<file path="config.mk">
export PLATFORM = sky130hd
export DESIGN_NAME = cpst_ram
export DESIGN_NICKNAME = d
export VERILOG_FILES = /design/src/hw/rtl/cpst_ram.sv
export SDC_FILE = /design/constraint.sdc
export NUM_CORES = 1
export LEC_CHECK = 0
export ABC_AREA = 1
export BUFFER_PORTS_ARGS = -buffer_cell sky130_fd_sc_hd__buf_2
export CELL_PAD_IN_SITES_DETAIL_PLACEMENT = 1
export CELL_PAD_IN_SITES_GLOBAL_PLACEMENT = 1
export CORE_ASPECT_RATIO = 1.2
export CORE_MARGIN = 8
export CORE_UTILIZATION = 49
export DETAILED_ROUTE_END_ITERATION = 8
export GPL_ROUTABILITY_DRIVEN = 0
export PLACE_DENSITY = 0.9
export SLEW_MARGIN = 20
export SYNTH_ARGS = -nofsm -noshare
export SYNTH_HDL_FRONTEND = slang
export SYNTH_SLANG_ARGS = --single-unit
</file>
<file path="constraint.sdc">
create_clock -name i_clk -period 1.5 [get_ports i_clk]
set_clock_uncertainty 0.1 [all_clocks]
set_input_delay 0.075 -clock i_clk [delete_from_list [all_inputs] [get_ports i_clk]]
set_output_delay 0.075 -clock i_clk [all_outputs]
set_load 0.005 [all_outputs]
</file>
<file path="src/hw/rtl/cpst_ram.sv">
// Generic single-port-write, single-port-read RAM with registered read.
`timescale 1ns / 1ps
module cpst_ram #(
    parameter int WIDTH = 8,
    parameter int DEPTH = 16
) (
    input  logic                     i_clk,
    input  logic                     i_we,
    input  logic [$clog2(DEPTH)-1:0] i_waddr,
    input  logic [WIDTH-1:0]         i_wdata,
    input  logic [$clog2(DEPTH)-1:0] i_raddr,
    output logic [WIDTH-1:0]         o_rdata
);
    logic [WIDTH-1:0] r_mem [DEPTH];

    // write and registered read
    always_ff @(posedge i_clk) begin
        if (i_we) begin
            r_mem[i_waddr] <= i_wdata;
        end
        o_rdata <= r_mem[i_raddr];
    end
endmodule
</file>
Word-level counts from Yosys, hierarchy flattened
Memories as Yosys holds them, arrays and structs flattened. A register that Yosys moved wholly into a read port is not among the register bits.
Index checks and enable logic that the tools add are counted.

word-level totals
  RAM bits = 128
  bits in read-only memories = 0
  latch bits = 0
  bits of input ports = 18
  output and inout bits = 8
  memories = 1
  word-level logic and storage cells = 3
  register bits = 0

memory list
  memory  depth  width  read ports  clocked after Yosys merged registers in  write ports  RTL line  RTL
  r_mem   16     8      1           1                                        1            14        logic [WIDTH-1:0] r_mem [DEPTH];

cells by class
  shifts and indexed selects = 0
  multiply operators = 0
  reductions and logical operators = 0
  add/sub/neg operators = 0
  muxes and demuxes = 2
  divide/modulo/power cells = 0
  eq/ne operators = 0
  magnitude comparators = 0
  bitwise gates (word level) = 0

operators by type and width
  cell    count
  $mux 1  2

Depth between registers and ports, before layout
Gate-level depths: netlist of run 1.

  depth in word-level cells = 2
  gate-level depth with buffers = 8
  gate-level depth less buffers = 7

Least setup slack after synthesis of run 1
Ideal clock, no wire load.

  path type = input-to-reg
  start point = input i_waddr[2]
  end point = memory r_mem[10][0] (enable)
  required time = 1.030 ns
  path slack = 0.374 ns
  stages = 2
  arrival = 0.656 ns
  setup time = 0.370 ns
  buffers on the path = 0
  cells stage by stage = nand3b_1 -> nor2_1

RTL lines
  element          RTL line  RTL
  start, declared  9         input logic [$clog2(DEPTH)-1:0] i_waddr,
  end, declared    14

No word-level cell before the write port.

==> results of run 1 <==
## how the worst min path moves through the flow
| stage | cells after the start | from | end |
|---|---|---|---|
| floorplan | 0 | i_wdata[0] | r_mem[0][0] |
| global placement | 4 | i_raddr[2] | o_rdata[2] |
| detailed placement | 4 | i_raddr[2] | o_rdata[7] |
| CTS | 6 | i_raddr[1] | o_rdata[0] |
| global route | 6 | i_raddr[1] | o_rdata[0] |
| finish | 6 | i_raddr[1] | o_rdata[0] |
## logic make-up (layout without fill, tap and decap cells)
logic type             count (synthesis)  in the layout
and+or+nand+nor                      289            289
buffers and inverters                126            191
DFF                                  136            136
## layer usage
metal / up-vias / wire length (um)
met2: 169 / 9150
met4: 0 / 872
met3: 59 / 828
li1: 1882 / -
met1: 2110 / 6450
met5: - / 0
## through the flow
stage	hold WS, ns	cells
floorplan	0.0739	551
global placement	0.341	731
detailed placement	0.361	731
CTS	0.144	773
global route	0.209	773
finish	0.159	773
## flip-flops by register name (all words and copies together) (netlist names)
name and count:
o_rdata 8, r_mem 128
## layout make-up
type | count | area (um^2) | share of cell area
multi-input combinational | 289 | 1210 | 0.178
tap | 157 | 196 | 0.0289
timing repair buffer | 57 | 428 | 0.0629
inverter | 102 | 383 | 0.0562
sequential | 136 | 4000 | 0.588
clock inverter | 15 | 158 | 0.0232
clock buffer | 17 | 425 | 0.0625
## placed cells by master (no fill, tap or decap)
cell type,n
nand2_1,173
buf_12,3
clkinv_2,1
nand3_1,97
nor2_1,17
bufinv_16,3
inv_6,2
clkbuf_16,17
inv_2,2
dlygate4sd3_1,10
inv_1,100
clkinvlp_4,3
clkinv_1,6
nand3b_1,2
dfxtp_1,8
buf_2,25
buf_4,19
edfxtp_1,128
## power by group
group,switching [mW],internal (mW)
Combinational,0.401,0.177
Clock,1.59,2.58
Sequential,0.0301,4.25
Total,2.02,7.01
## tightest hold or removal path: cells and delay by family
family | cells | cell delay (ns)
buf+inv | 2 | 0.22
simple gates | 4 | 0.33
## repair_timing
item	4_1_cts	5_1_grt
endpoints found under the setup margin	0	0
endpoints found under the hold margin	135	0
hold buffers	10	0
==> reports/results.ini, run 1 <==
[die]
initial_core_util=0.501
die_area_um2=15500
rows=43
pin_count=26
die_w_um=115
fp.dieH_um=135
coreArea_um2=11500

[worst_setup_path]
crit_end=o_rdata[2]
cpPeakStageDelay_ns=0.53
required_ns=1.71
critPathSlowestCell=dlygate4sd3_1
worst-path-stages=7
crit_path_end_kind=flop
critPathKind=input port to flop
critPathBufInv=4
cp-start-kind=input port
regToRegEndpoint=o_rdata[2]
crit_arrival_ns=1.54
crit_family=buffers and inverters
reg2reg_from=r_mem[1][2]
rr_worst_depth=6
path_cells=dlygate4sd3_1, buf_2, inv_1, buf_4, nand3_1, nand3_1, nand2_1
crit_start=i_raddr[2]
cp_common_cell=nand3_1
r2r_setup_slack_ns=0.21
crit_fanout=16

[clocking]
clock_tree.buffer_depth=2
cts.repair.resized=0
root_buffer=clkbuf_16
cts_tree=done
clk_latency_ns=0.42
clk_pin_slew_ns=0.06
cts_setup_buffers=0
cts_max_level=4
cts_buffers=17
cts_sinks=136

[pwr]
power.total_mw=9.03
power_density_nw_per_um2=1330
p_leak_nw=2.96
vdd_drop_max_mv=0.969

[run_status]
status=completed

[timing]
post-route-min-period_ns=1.33
slew_headroom=0.728
post-route-period-util=0.890
fmax_ghz=0.749
rsz0062_at_grt=false
hold_viol=0
worst_pin_slew_ns=0.408
fin_setup_tns_ns=0
setup_viol=0
drv_slew=0
fin_ws_ns=0.166

[placement]
dp_hpwl_mm=9.82
place_area_um2=6120
dp_slack_ns=0.194
port_buffers=25

[logic_synthesis]
synth_top_family_by_area=simple AND/OR/NAND/NOR gates
synth-compound-area-share=0
yosysUniqueCellTypes=12
async_reset_ff_frac=0
syn-mean-instance-area_um2=10.5
synth_top_area_share=0.667
yosys_most_used_dff=edfxtp_1
synth_cells=551
synth_area_um2=5770
synth.most_common_cell=nand2_1
synthTopCellsByCount=nand2_1 (173), edfxtp_1 (128), inv_1 (100), nand3_1 (97), nor2_1 (17)
synth_edf_count=128
yosys.area_share.xor_xnor=0
synthAdderAreaFrac=0
synth-seq-area-share=0.694
yosys-top-cells-area=edfxtp_1 (67%), nand2_1 (11%), nand3_1 (8.4%)
synth-simple-area-share=0.210
synth.largest_area_cell=edfxtp_1
ys_warn_count=0
synthMuxAreaShare=0
syn-num-nets=569
synth.ff_latch_count=136

[final_layout]
stdcell_area_um2=6810
final_nets=621
area_growth_pct=18.1
fin_util=0.591
drive_gt1_frac=0.122
fillers=1263
n_antenna_cell=0

[global_route]
grt_pass1_vias=4701
track_usage=0.236
antenna_found_initial=0
grt_most_used_layer=met2
grtUsageMet3=0.0469
globalRouteMet2Util=0.412
grt_pass1_wl_mm=26.4
grt_max_degree=65
met1_usage=0.252
overflow=0

[min_path]
hold_path.class=input port to flop

[route]
vias=4220
routed_wirelength_mm=17.3
ant_nets=0
dr.pass1.iters=5
drt_iter0_markers=248
wl_per_cell_um=22.4
drc=0
routed_via_density=5.46

[run]
maxCapViolations=0

No activity file was read; power rests on OpenSTA's default activity.
==> run 2: changes to the inputs <==
CORE_UTILIZATION = 44   (was 49)
PLACE_DENSITY = 0.86   (was 0.9)
RECOVER_POWER = 25   (was default)
clock period = 1.2 ns   (was 1.5 ns; I/O delays follow)
==> run 2 against run 1 <==
Effect of this change:
- the flow now finishes with violations (setup timing)
- clock power increased by 36%
- worst setup slack got worse by 0.18 ns
- combinational power increased by 35%
- final area increased by 2.6%
- sequential share of layout area decreased by 1.5 points
- die area increased by 9.9%
- largest power group is now clock
- total power increased by 31%
- cell count increased by 2.7%
- critical path depth decreased by 1
- routed wire length decreased by 2.6%
==> reports/results.ini, run 2 (same netlist as run 1, synthesis figures left out) <==
[worst_setup_path]
crit_fanout=12  ; -4
required_ns=1.40  ; -0.31 ns
critPathBufInv=3  ; -1
crit_path_end_kind=flop
critPathSlowestCell=dlygate4sd3_1
cpPeakStageDelay_ns=0.52  ; about the same
critPathKind=input port to flop
crit_family=buffers and inverters
crit_arrival_ns=1.42  ; -0.12 ns
cp-start-kind=input port
path_cells=dlygate4sd3_1, buf_2, buf_4, nand3_1, nand3_1, nand2_1
cp_common_cell=nand3_1

[final_layout]
regMostFlops=r_mem
fillers=1456  ; +15%
final_cell_mix=nand2_1 (173), edfxtp_1 (128), inv_1 (100), nand3_1 (93), buf_2 (22)
multi_input_area_um2=1230  ; +1.6%
fin_util=0.537  ; -0.0541
area_growth_pct=21.2
layout_commonest_cell=nand2_1
drive_gt1_frac=0.137  ; +0.0156
largest_reg_flops=128  ; unchanged
regArea_um2=4000  ; unchanged
final_nets=631  ; +1.6%
reg_top3=r_mem x128, o_rdata x8
n_antenna_cell=0  ; unchanged

[timing]
holdWs_ns=0.0260  ; -0.133 ns
post-route-min-period_ns=1.22
worst_pin_slew_ns=0.960  ; +0.552 ns
post-route-period-util=1.01
fin_ws_ns=-0.0164  ; -0.182 ns
drv_slew=0  ; unchanged
hold_viol=0  ; unchanged
fin_setup_tns_ns=-0.0178  ; -0.0178 ns
fmax_ghz=0.822
setup_viol=2  ; +2
rsz0062_at_grt=true
slew_headroom=0.360  ; -0.368

[route]
drt_iter0_markers=346  ; +40%
dr.pass1.iters=5  ; unchanged
routed_wirelength_mm=16.8  ; -2.6%
routed_via_density=5.31  ; -2.7%
ant_nets=0  ; unchanged
vias=4219  ; -0.024%
drc=0  ; unchanged
wl_per_cell_um=21.2  ; -5.2%

[pwr]
power.total_mw=11.8  ; +31%
vdd_drop_max_mv=1.01  ; +4.0%
p_leak_nw=3.03  ; +2.4%
intPower_mw=9.29  ; +33%
pwr-share-seq=0.453  ; -0.021
combPwrFrac=0.066  ; +0.002
power_density_nw_per_um2=1690  ; +28%
clkPwrFrac=0.481  ; +0.019
switchingPower_mw=2.53  ; +25%
switching_share=0.214  ; -0.0101

[die]
fp.dieH_um=141  ; +4.9%
die_area_um2=17000  ; +9.9%
die_w_um=121  ; +4.8%
rows=46  ; +7.0%
coreArea_um2=13000  ; +13%
pin_count=26  ; unchanged
initial_core_util=0.443  ; -0.0575

[global_route]
antenna_found_initial=0  ; unchanged
grt_pass1_vias=4634  ; -1.4%
overflow=0  ; unchanged
track_usage=0.203  ; -0.0332
grt_pass1_wl_mm=25.4  ; -3.6%
grt_max_degree=34  ; -48%

[clocking]
clk_latency_ns=0.42  ; about the same
clock_tree.buffer_depth=2  ; unchanged
root_buffer=clkbuf_16
cts_sinks=136  ; unchanged
clk_pin_slew_ns=0.06  ; about the same
cts_tree=done
cts_max_level=4  ; unchanged
cts_setup_buffers=0  ; unchanged
cts_buffers=17  ; unchanged

[min_path]
hold_path.class=input port to flop

[run]
maxCapViolations=0  ; unchanged

[placement]
dp_hpwl_mm=10.8  ; +10%
port_buffers=25  ; unchanged

[run_status]
violations=setup timing
status=finished with violations

-- run 2: changes by cell type in the layout (fill, tap and decap cells not counted), sizes merged --
| cell | delta |
|---|---|
| buf | +2 |
| clkinv | -2 |
| dlygate4sd3 | -2 |
| inv | -2 |
| clkbuf | +12 |
| bufinv | +2 |
-- run 2: timing repair --
item	CTS	global route
endpoints found under the setup margin	0	6
hold buffers	7	1
resized for setup	0	6
endpoints found under the hold margin	97	8
-- run 2: metrics by stage --
step           setup slack (ns)  area [um^2]  cells
3_5_place_dp             -0.143         6270    754
3_3_place_gp            -0.0328         6270    754
6_report                -0.0164         6990    794
5_1_grt                 -0.0373         6990    794
4_1_cts                 0.00421         6980    793
2_1_floorplan            0.0892         5770    551
-- run 2: power groups by stage --
stage	clock, mW	sequential [mW]	combinational, mW
after floorplan	0	5.44	0.375
after global placement	0	5.45	0.685
after detailed placement	0	5.46	0.736
after CTS	5.72	5.36	0.774
after global routing	5.88	5.36	0.844
final	5.68	5.36	0.783
-- run 2: per-layer routing --
layer,share of wire,vias to the layer above,GRT usage
met2,0.51,144,0.355
met5,0,-,0
met3,0.040,57,0.0429
met4,0.049,0,0.120
li1,-,1896,-
met1,0.40,2122,0.222
-- run 2: area by class of cell --
type                            instances  share of cell area
Clock inverter                         13              0.0288
Clock buffer                           19              0.0634
Sequential cell                       136               0.573
Tap cell                              168              0.0301
Inverter                              102              0.0548
Timing Repair Buffer                   67              0.0734
Multi-Input combinational cell        289               0.177
-- run 2: worst paths after layout --
path | from | end | slack, ns | cells after the start
worst max register to register | r_mem[5][1] | o_rdata[1] | 0.01 | 6
worst max-delay path | i_raddr[2] | o_rdata[3] | -0.02 | 6
worst min-delay path | i_raddr[3] | o_rdata[6] | 0.03 | 4
worst min register to register | r_mem[11][6] | o_rdata[6] | 0.59 | 6
-- run 2: worst min-delay path: stages --
cell and delay [ns]:
buf_2 0.12, buf_4 0.19, nand3_1 0.09, nand2_1 0.05
==> run 3: changes to the inputs <==
CORE_ASPECT_RATIO = 1.1   (was 1.2)
==> run 3 against run 2 <==
Effect of this change:
- the run now ends clean
- die area about the same
- combinational power decreased by 6.4%
- total power shrank 4.8%
- critical endpoint is now o_rdata[0]
==> reports/results.ini, run 3 (same netlist as run 1, synthesis figures left out) <==
[run_status]
status=completed

[timing]
holdWs_ns=0.0166  ; -0.00944 ns
fin_ws_ns=0.0539  ; +0.0702 ns
hold_viol=0  ; unchanged
setup_viol=0  ; -2
post-route-min-period_ns=1.15  ; -0.0702 ns
drv_slew=0  ; unchanged
worst_pin_slew_ns=0.593  ; -0.368 ns
fmax_ghz=0.872  ; +6.1%
fin_setup_tns_ns=0  ; +0.0178 ns
slew_headroom=0.605  ; +0.245
post-route-period-util=0.955  ; -0.0585

[final_layout]
final_nets=629  ; -0.32%
n_antenna_cell=0  ; unchanged
stdcell_count=785  ; -1.1%
layout_commonest_cell=nand2_1
stdcell_area_um2=6890  ; -1.3%
reg_top3=r_mem x128, o_rdata x8
fin_util=0.531  ; -0.00660
area_growth_pct=19.5
largest_reg_flops=128  ; unchanged
drive_gt1_frac=0.127  ; -0.0108
regMostFlops=r_mem
final_cell_mix=nand2_1 (173), edfxtp_1 (128), inv_1 (100), nand3_1 (94), buf_2 (20)

[clocking]
root_buffer=clkbuf_16
cts_tree=done
cts_buffers=17  ; unchanged
clk_pin_slew_ns=0.06  ; about the same
cts_setup_buffers=0  ; unchanged
cts_sinks=136  ; unchanged
clock_tree.buffer_depth=2  ; unchanged
clk_latency_ns=0.42  ; about the same
cts_max_level=4  ; unchanged

[route]
vias=4086  ; -3.2%
wl_per_cell_um=20.1  ; -5.2%
routed_via_density=5.21  ; -2.0%
drc=0  ; unchanged
drt_iter0_markers=238  ; -31%
ant_nets=0  ; unchanged
dr.pass1.iters=5  ; unchanged
routed_wirelength_mm=15.8  ; -6.2%

[pwr]
switching_share=0.219  ; +0.00513
intPower_mw=8.79  ; -5.4%
pwr-share-seq=0.475  ; +0.022
power_density_nw_per_um2=1630  ; -3.5%
combPwrFrac=0.065  ; about the same
vdd_drop_max_mv=1.47  ; +46%
switchingPower_mw=2.46  ; -2.5%
clkPwrFrac=0.460  ; -0.021
power.total_mw=11.3  ; -4.8%
p_leak_nw=2.99  ; -1.3%

[worst_setup_path]
crit_start=i_raddr[2]
crit_path_end_kind=flop
reg2reg_from=r_mem[7][0]
cp-start-kind=input port
critPathBufInv=4  ; +1
crit_family=buffers and inverters
crit_arrival_ns=1.35  ; -0.07 ns
required_ns=1.41  ; about the same
cpPeakStageDelay_ns=0.53  ; about the same
crit_fanout=16  ; +4
critPathKind=input port to flop
path_cells=dlygate4sd3_1, buf_2, inv_1, buf_12, nand3_1, nand3_2, nand2_1
critPathSlowestCell=dlygate4sd3_1

[global_route]
antenna_found_initial=0  ; unchanged
track_usage=0.196  ; -0.00710
grt_max_degree=33  ; -2.9%
grt_pass1_wl_mm=24.6  ; -3.3%
grt_pass1_vias=4460  ; -3.8%
overflow=0  ; unchanged

[placement]
dp.cells=744  ; -1.3%
port_buffers=25  ; unchanged
dp_slack_ns=-0.0547  ; +0.0878 ns
place_area_um2=6230  ; -0.50%
dp_hpwl_mm=9.58  ; -12%

[die]
coreArea_um2=13000  ; -0.12%
die_area_um2=17000  ; about the same
rows=44  ; -4.3%
initial_core_util=0.444  ; +0.000512
die_w_um=125  ; +3.9%
fp.dieH_um=136  ; -3.8%
pin_count=26  ; unchanged

[min_path]
hold_path.class=input port to flop
worstHoldStart=i_raddr[3]

[run]
maxCapViolations=0  ; unchanged

run 3: layer usage:
layer / routed length, um / part of all wire / global-route usage
met1: 6360 / 0.40 / 0.218
met2: 8350 / 0.53 / 0.346
met3: 567 / 0.036 / 0.0447
met4: 508 / 0.032 / 0.103
met5: 0 / 0 / 0
run 3: path summary, 6_finish.rpt:
kind | end | slack (ns) | cells past startpoint
worst min-delay path | o_rdata[6] | 0.02 | 4
worst min register to register | o_rdata[6] | 0.58 | 6
worst max-delay path | o_rdata[0] | 0.05 | 7
worst max register to register | o_rdata[0] | 0.06 | 6
run 3: final cells by class:
cell class | instances | area [um^2]
clock buffers | 18 | 429
clock inverters | 14 | 158
fillers | 1379 | 6100
inverters | 102 | 383
multi-input cells | 289 | 1230
flip-flops and latches | 136 | 4000
well taps | 161 | 201
repair buffers | 65 | 490
run 3: what timing repair did:
action	CTS	global route
endpoints found under the hold margin	131	0
hold buffers	9	0
endpoints found under the setup margin	0	3
resized for setup	0	3
run 3: tightest hold or removal path, cell delays in order:
cell	delay, ns
buf_2	0.12
buf_4	0.19
nand3_1	0.09
nand2_1	0.05
run 3: power groups by stage:
stage	sequential [mW]	clock, mW	combinational (mW)
after floorplan	5.44	0	0.375
after global placement	5.44	0	0.650
after detailed placement	5.44	0	0.694
after CTS	5.35	5.24	0.738
after global routing	5.35	5.42	0.805
final	5.35	5.17	0.733
